--- config.mk ---
export PLATFORM = sky130hd
export DESIGN_NAME = accm_queue
export DESIGN_NICKNAME = d
export VERILOG_FILES = /design/src/sv/accm_pkg.sv /design/src/sv/accm_queue.sv
export SDC_FILE = /design/constraint.sdc
export NUM_CORES = 1
export LEC_CHECK = 0
export ABC_AREA = 1
export BUFFER_PORTS_ARGS = -buffer_cell sky130_fd_sc_hd__buf_2
export CORE_MARGIN = 8
export CORE_UTILIZATION = 49
export DETAILED_ROUTE_END_ITERATION = 10
export PLACE_DENSITY = 0.73
export SLEW_MARGIN = 20
export SYNTH_ARGS = -nofsm -noshare
export SYNTH_HDL_FRONTEND = slang
export SYNTH_SLANG_ARGS = --single-unit
--- constraint.sdc ---
create_clock -name clock -period 18.75 [get_ports clock]
set_clock_uncertainty 0.2 [all_clocks]
set_input_delay 0.9375 -clock clock [delete_from_list [all_inputs] [get_ports clock]]
set_output_delay 0.9375 -clock clock [all_outputs]
set_load 0.02 [all_outputs]
--- src/sv/accm_pkg.sv ---
// Shared types, constants and AES helpers for the CCM seal/open unit.
package accm_pkg;

   localparam int MaxAadBytes     = 1024;
   localparam int MaxPayloadBytes = 4096;

   typedef enum logic [1:0] {
      ACT_START   = 2'd0,
      ACT_AAD     = 2'd1,
      ACT_PAYLOAD = 2'd2,
      ACT_FINISH  = 2'd3
   } action_type;

   typedef enum logic [1:0] {
      KIND_ACK     = 2'd0,
      KIND_PAYLOAD = 2'd1,
      KIND_FINAL   = 2'd2
   } kind_type;

   typedef enum logic [1:0] {
      ST_OK       = 2'd0,
      ST_BAD_LEN  = 2'd1,
      ST_AUTH     = 2'd2,
      ST_SEQUENCE = 2'd3
   } status_type;

   typedef enum logic {
      CSR_KEY_HIGH = 1'b0,
      CSR_KEY_LOW  = 1'b1
   } csr_index_type;

   typedef struct packed {
      logic [1:0]  action;
      logic        decrypt;
      logic [39:0] nonce_high;
      logic [63:0] nonce_low;
      logic [15:0] aad_length;
      logic [15:0] payload_length;
      logic [4:0]  tag_length;
      logic [63:0] block_high;
      logic [63:0] block_low;
      logic [4:0]  byte_count;
   } req_type;

   typedef struct packed {
      logic [1:0]  kind;
      logic [63:0] data_high;
      logic [63:0] data_low;
      logic [4:0]  data_count;
      logic [63:0] tag_high;
      logic [63:0] tag_low;
      logic [1:0]  status;
   } rsp_type;

   // AES command from sequencer to round unit
   typedef struct packed {
      logic         start;
      logic [127:0] block;
   } aes_cmd_type;

   typedef struct packed {
      logic         done;
      logic [127:0] result;
   } aes_res_type;

   typedef logic [7:0] sbox_table_type [256];

   localparam sbox_table_type SBOX = '{
      8'h63,8'h7c,8'h77,8'h7b,8'hf2,8'h6b,8'h6f,8'hc5,8'h30,8'h01,8'h67,8'h2b,8'hfe,8'hd7,8'hab,8'h76,
      8'hca,8'h82,8'hc9,8'h7d,8'hfa,8'h59,8'h47,8'hf0,8'had,8'hd4,8'ha2,8'haf,8'h9c,8'ha4,8'h72,8'hc0,
      8'hb7,8'hfd,8'h93,8'h26,8'h36,8'h3f,8'hf7,8'hcc,8'h34,8'ha5,8'he5,8'hf1,8'h71,8'hd8,8'h31,8'h15,
      8'h04,8'hc7,8'h23,8'hc3,8'h18,8'h96,8'h05,8'h9a,8'h07,8'h12,8'h80,8'he2,8'heb,8'h27,8'hb2,8'h75,
      8'h09,8'h83,8'h2c,8'h1a,8'h1b,8'h6e,8'h5a,8'ha0,8'h52,8'h3b,8'hd6,8'hb3,8'h29,8'he3,8'h2f,8'h84,
      8'h53,8'hd1,8'h00,8'hed,8'h20,8'hfc,8'hb1,8'h5b,8'h6a,8'hcb,8'hbe,8'h39,8'h4a,8'h4c,8'h58,8'hcf,
      8'hd0,8'hef,8'haa,8'hfb,8'h43,8'h4d,8'h33,8'h85,8'h45,8'hf9,8'h02,8'h7f,8'h50,8'h3c,8'h9f,8'ha8,
      8'h51,8'ha3,8'h40,8'h8f,8'h92,8'h9d,8'h38,8'hf5,8'hbc,8'hb6,8'hda,8'h21,8'h10,8'hff,8'hf3,8'hd2,
      8'hcd,8'h0c,8'h13,8'hec,8'h5f,8'h97,8'h44,8'h17,8'hc4,8'ha7,8'h7e,8'h3d,8'h64,8'h5d,8'h19,8'h73,
      8'h60,8'h81,8'h4f,8'hdc,8'h22,8'h2a,8'h90,8'h88,8'h46,8'hee,8'hb8,8'h14,8'hde,8'h5e,8'h0b,8'hdb,
      8'he0,8'h32,8'h3a,8'h0a,8'h49,8'h06,8'h24,8'h5c,8'hc2,8'hd3,8'hac,8'h62,8'h91,8'h95,8'he4,8'h79,
      8'he7,8'hc8,8'h37,8'h6d,8'h8d,8'hd5,8'h4e,8'ha9,8'h6c,8'h56,8'hf4,8'hea,8'h65,8'h7a,8'hae,8'h08,
      8'hba,8'h78,8'h25,8'h2e,8'h1c,8'ha6,8'hb4,8'hc6,8'he8,8'hdd,8'h74,8'h1f,8'h4b,8'hbd,8'h8b,8'h8a,
      8'h70,8'h3e,8'hb5,8'h66,8'h48,8'h03,8'hf6,8'h0e,8'h61,8'h35,8'h57,8'hb9,8'h86,8'hc1,8'h1d,8'h9e,
      8'he1,8'hf8,8'h98,8'h11,8'h69,8'hd9,8'h8e,8'h94,8'h9b,8'h1e,8'h87,8'he9,8'hce,8'h55,8'h28,8'hdf,
      8'h8c,8'ha1,8'h89,8'h0d,8'hbf,8'he6,8'h42,8'h68,8'h41,8'h99,8'h2d,8'h0f,8'hb0,8'h54,8'hbb,8'h16
   };

   function automatic logic [7:0] xtime(input logic [7:0] a);
      xtime = {a[6:0], 1'b0} ^ (a[7] ? 8'h1b : 8'h00);
   endfunction

   // byte i of a 128-bit block, byte 0 in the top bits
   function automatic logic [7:0] byte_at(input logic [127:0] v, input int i);
      byte_at = v[127 - 8 * i -: 8];
   endfunction

   // keep the first n bytes, zero the rest
   function automatic logic [127:0] keep_bytes(input logic [127:0] v, input logic [4:0] n);
      logic [127:0] r;
      r = '0;
      for (int i = 0; i < 16; i++) begin
         if (5'(i) < n) begin
            r[127 - 8 * i -: 8] = v[127 - 8 * i -: 8];
         end
      end
      keep_bytes = r;
   endfunction

endpackage

--- src/sv/accm_queue.sv ---
// Two-entry item queue between the front end and the back end.
module accm_queue (
   input  logic              clock,
   input  logic              reset,
   input  logic              push,
   input  accm_pkg::req_type push_item,
   output logic              full,
   input  logic              pop,
   output accm_pkg::req_type pop_item,
   output logic              empty
);
   import accm_pkg::*;

   req_type    mem_ff [2];
   logic       wptr_ff, rptr_ff;
   logic [1:0] count_ff;

   always_ff @(posedge clock) begin
      if (push && !full) begin
         mem_ff[wptr_ff] <= push_item;
      end
      if (reset) begin
         wptr_ff  <= 1'b0;
         rptr_ff  <= 1'b0;
         count_ff <= 2'd0;
      end else begin
         if (push && !full) begin
            wptr_ff <= ~wptr_ff;
         end
         if (pop && !empty) begin
            rptr_ff <= ~rptr_ff;
         end
         count_ff <= count_ff + 2'(push && !full) - 2'(pop && !empty);
      end
   end

   assign full     = count_ff == 2'd2;
   assign empty    = count_ff == 2'd0;
   assign pop_item = mem_ff[rptr_ff];

endmodule

# After elaboration in Yosys (flattened, before gate mapping)
# Memories as Yosys holds them, arrays and structs flattened. A register that Yosys moved wholly into a read port is not among the register bits.
# Index checks and enable logic that the tools add are counted.
# word_totals
reg_bits	4
mem_bits_rw	554
wordCells	18
n_memories	1
# memory_table
name	words	word_bits	rd	rd_clocked_by_memory_dff	write_ports	line	text
mem_ff	2	277	1	1	1	accm_queue.sv:14	req_type mem_ff [2];
# classes
add_sub_neg	2
n_eq_ne	1
n_mux	4
bitwise	2
reduce_logical	5
# ops
cell	count
1-bit two-way mux	4
2-bit by 1-bit adder with 2-bit output	1
2-bit equality test, second input constant	1
1-bit logical AND	2
1-bit zero test	2
2-bit zero test	1
1-bit NOT	2
2-bit by 1-bit subtractor with 2-bit output	1

# Logic depth before layout (Yosys ltp)
# depth
ltp_word	5
mapped_depth	11
depth_no_buf	11

# Worst setup path before layout
# OpenSTA, ideal clock, no wires.
# synth_path
kind	input to register
startpoint	input push
endpoint	memory mem_ff[0][0] (netlist bit), enable pin
setup_ns	0.919
arrival_ns	12.478
setup_slack_ns	5.153
cell_stages	2
path_buffers	0
cell_sequence	nand2_1 -> nor2_1
# synth_via
elab_chain_len	3
# synth_rtl
item	line	text
start, declared	accm_queue.sv:5	input logic push,
1-bit logical AND	accm_queue.sv:19	if (push && !full) begin
1-bit two-way mux	accm_queue.sv:19	
1-bit two-way mux (not written as such)	accm_queue.sv:20	mem_ff[wptr_ff] <= push_item;
end, declared	accm_queue.sv:14	
# Every way passes these cells.

==> out/metrics.cfg <==
[cts]
ctsHoldBuffers = 0
path_clk_slew_ps = 60
cts_tree = built
cts_max_level = 2
cts-root-buf = clkbuf_16
cts_max_path_buffers = 3
clkSinkCount = 559
cts_resized = 0
cts_setup_buffers = 0
cts_made_buffers = 54
clk_latency_ps = 570

[pwr]
power.density_nw_per_um2 = 141.2
swShare_pct = 29.36
p_leak_nw = 10.21
p_clk_share_pct = 27.5
power.internal_mw = 2.614
p_sw_mw = 1.087
vdd_drop_max_mv = 0.1605
p_comb_share_pct = 27.9
power_frac_seq_pct = 44.6

[placement]
dp.cells = 2022
globalplace.congestion = 0.7930
io_buffers = 559
dp_hpwl_um = 34780

[outcome]
status = completed

[yosys]
ys_ff_latch = 559
synth_top_cell_by_area = edfxtp_1
synth.top_cells.by_area = edfxtp_1 78%, mux2_4 16%, mux2_2 2.5%
yosysTopAreaCellShare_pct = 78.49
syn_nets = 1184
synth.distinct_cells = 12
yosysSeqAreaShare_pct = 78.97
netlist_area_sq_um = 21190
synth_area_per_cell_sq_um = 23.52
synthCells = 901
ys_warn_count = 0

[sta]
whs_ps = 328.3
setup-violations-final = 0
final-hold-violation-count = 0
slew_headroom_pct = 27.07
fin_crit_sh_pct = 25.95
finalCriticalPeriod_ps = 4866
slew_viol_final = 0
tightest_slew_ps = 1094
tns_ps = 0
max_freq_ghz = 0.2055
rsz0062_at_grt = no

[floorplanning]
start_util_pct = 49.42
fp.dieH_um = 224.0
ios = 560
die_w_um = 224.0
fp-row-count = 76
core_area_sq_um = 42890
die_area_sq_um = 50160

[run]
drv_cap = 0

[route]
vias = 10457
drc = 0
dr.pass1.iters = 5
route.met2.wl_um = 24410
top_layer = met5
dr.first_iter.drc_count = 726
wl_met1_um = 17650
totalWireLength_um = 48360
vias_per_cell = 4.902
wl_met3_um = 5111
wl_per_cell_um = 22.67
ant_nets = 0

[worst_setup_path]
critical_path_class = reg2out
start_kind = flip-flop
critPathArrivalTime_ps = 3730
crit_path_end_kind = output port
worstPathRequired_ps = 17610
r2r_slack_ps = 15570
worst-path-max-fanout = 57

[cells_and_area]
fin_nets = 1776
final_cell_mix = 559 x buf_2, 554 x edfxtp_1, 230 x mux2_4
register_area_sq_um = 16740
fill_cells = 3092
stdcell_count = 2133
multi_input_area_sq_um = 4104
drive_above_1_share_pct = 59.71
area_growth_pct = 23.63
final_common_cell = buf_2

[global_routing]
antenna_found_initial = 19
grt_pass1_wl_um = 68400
grt-ovfl-total = 0
grt.total_usage_pct = 18.30
first_global_vias = 10936
grt_start_max_net_pins = 174

[hold_path]
hold_class = in2reg

-- final timing paths --
path | from | endpoint | cells after the start
setup / recovery | flip-flop | pop_item[272] | 4
hold / removal | reset | count_ff[0]$_SDFF_PP0_ | 2
setup reg to reg | count_ff[0]$_SDFF_PP0_ | mem_ff[1][225]$_DFFE_PP_ | 5
hold reg to reg | rptr_ff$_SDFFE_PP0P_ | rptr_ff$_SDFFE_PP0P_ | 2
-- cell families (layout without fill, tap and decap cells) --
logic type	count (synthesis)	count (layout)	synth area share, %
fa+ha+maj	2	2	0.1181
flops	559	559	78.97
simple gates	20	20	0.3719
other cells	0	14	0
mux	277	277	18.79
compound gates	2	2	0.04723
buf+inv	41	674	1.706
-- per-layer routing --
layer / track usage [%] / up-vias
li1: - / 4771
met2: 31.32 / 425
met4: 6.500 / 16
met1: 20.24 / 5176
met3: 7.847 / 69
met5: 0 / -
-- critical path, cell delays in order, from the launching register on --
cell and delay [ps]:
dfxtp_4 960, buf_4 670, buf_4 860, mux2_4 360, buf_2 160
-- cell usage after synthesis --
cell type,count
nor2_1,9
inv_1,10
buf_2,4
nand2_1,8
ha_1,2
mux2_4,230
edfxtp_1,554
a21oi_1,2
nand3_1,3
buf_6,27
dfxtp_1,5
mux2_2,47
-- registers in the layout (all words and copies together) (netlist names), named ones only --
| name | count |
|---|---|
| count_ff | 2 |
| mem_ff | 554 |
| rptr_ff | 1 |
| wptr_ff | 1 |
-- layout make-up --
type                    instances  area share [%]
flip-flops and latches        559           63.89
inverters                      10          0.1719
clock buffers                  70           5.468
multi-input cells             301           15.66
clock inverters                27          0.8787
diodes                         14          0.1337
repair buffers                567           11.00
well taps                     585           2.794
-- per-stage QoR --
| stage | cell area (sq um) | power [mW] | utilization (%) | setup WS (ps) |
|---|---|---|---|---|
| after global placement | 24500 | 2.703 | 57.14 | 14540 |
| after CTS | 26170 | 3.744 | 61.01 | 13850 |
| final | 26200 | 3.701 | 61.10 | 13880 |
| after floorplan | 21190 | 2.472 | - | 5153 |
| after detailed placement | 24500 | 2.722 | 57.14 | 14480 |
| after global routing | 26180 | 3.839 | 61.05 | 13700 |
-- power by group through the flow --
stage | logic [mW] | clock network, mW | registers, mW
2_1_floorplan | 0.756 | 0 | 1.72
3_3_place_gp | 1.04 | 0 | 1.67
3_5_place_dp | 1.04 | 0 | 1.68
4_1_cts | 1.05 | 1.04 | 1.65
5_1_grt | 1.09 | 1.08 | 1.66
6_report | 1.03 | 1.02 | 1.65
(Power assumes the default switching activity.)
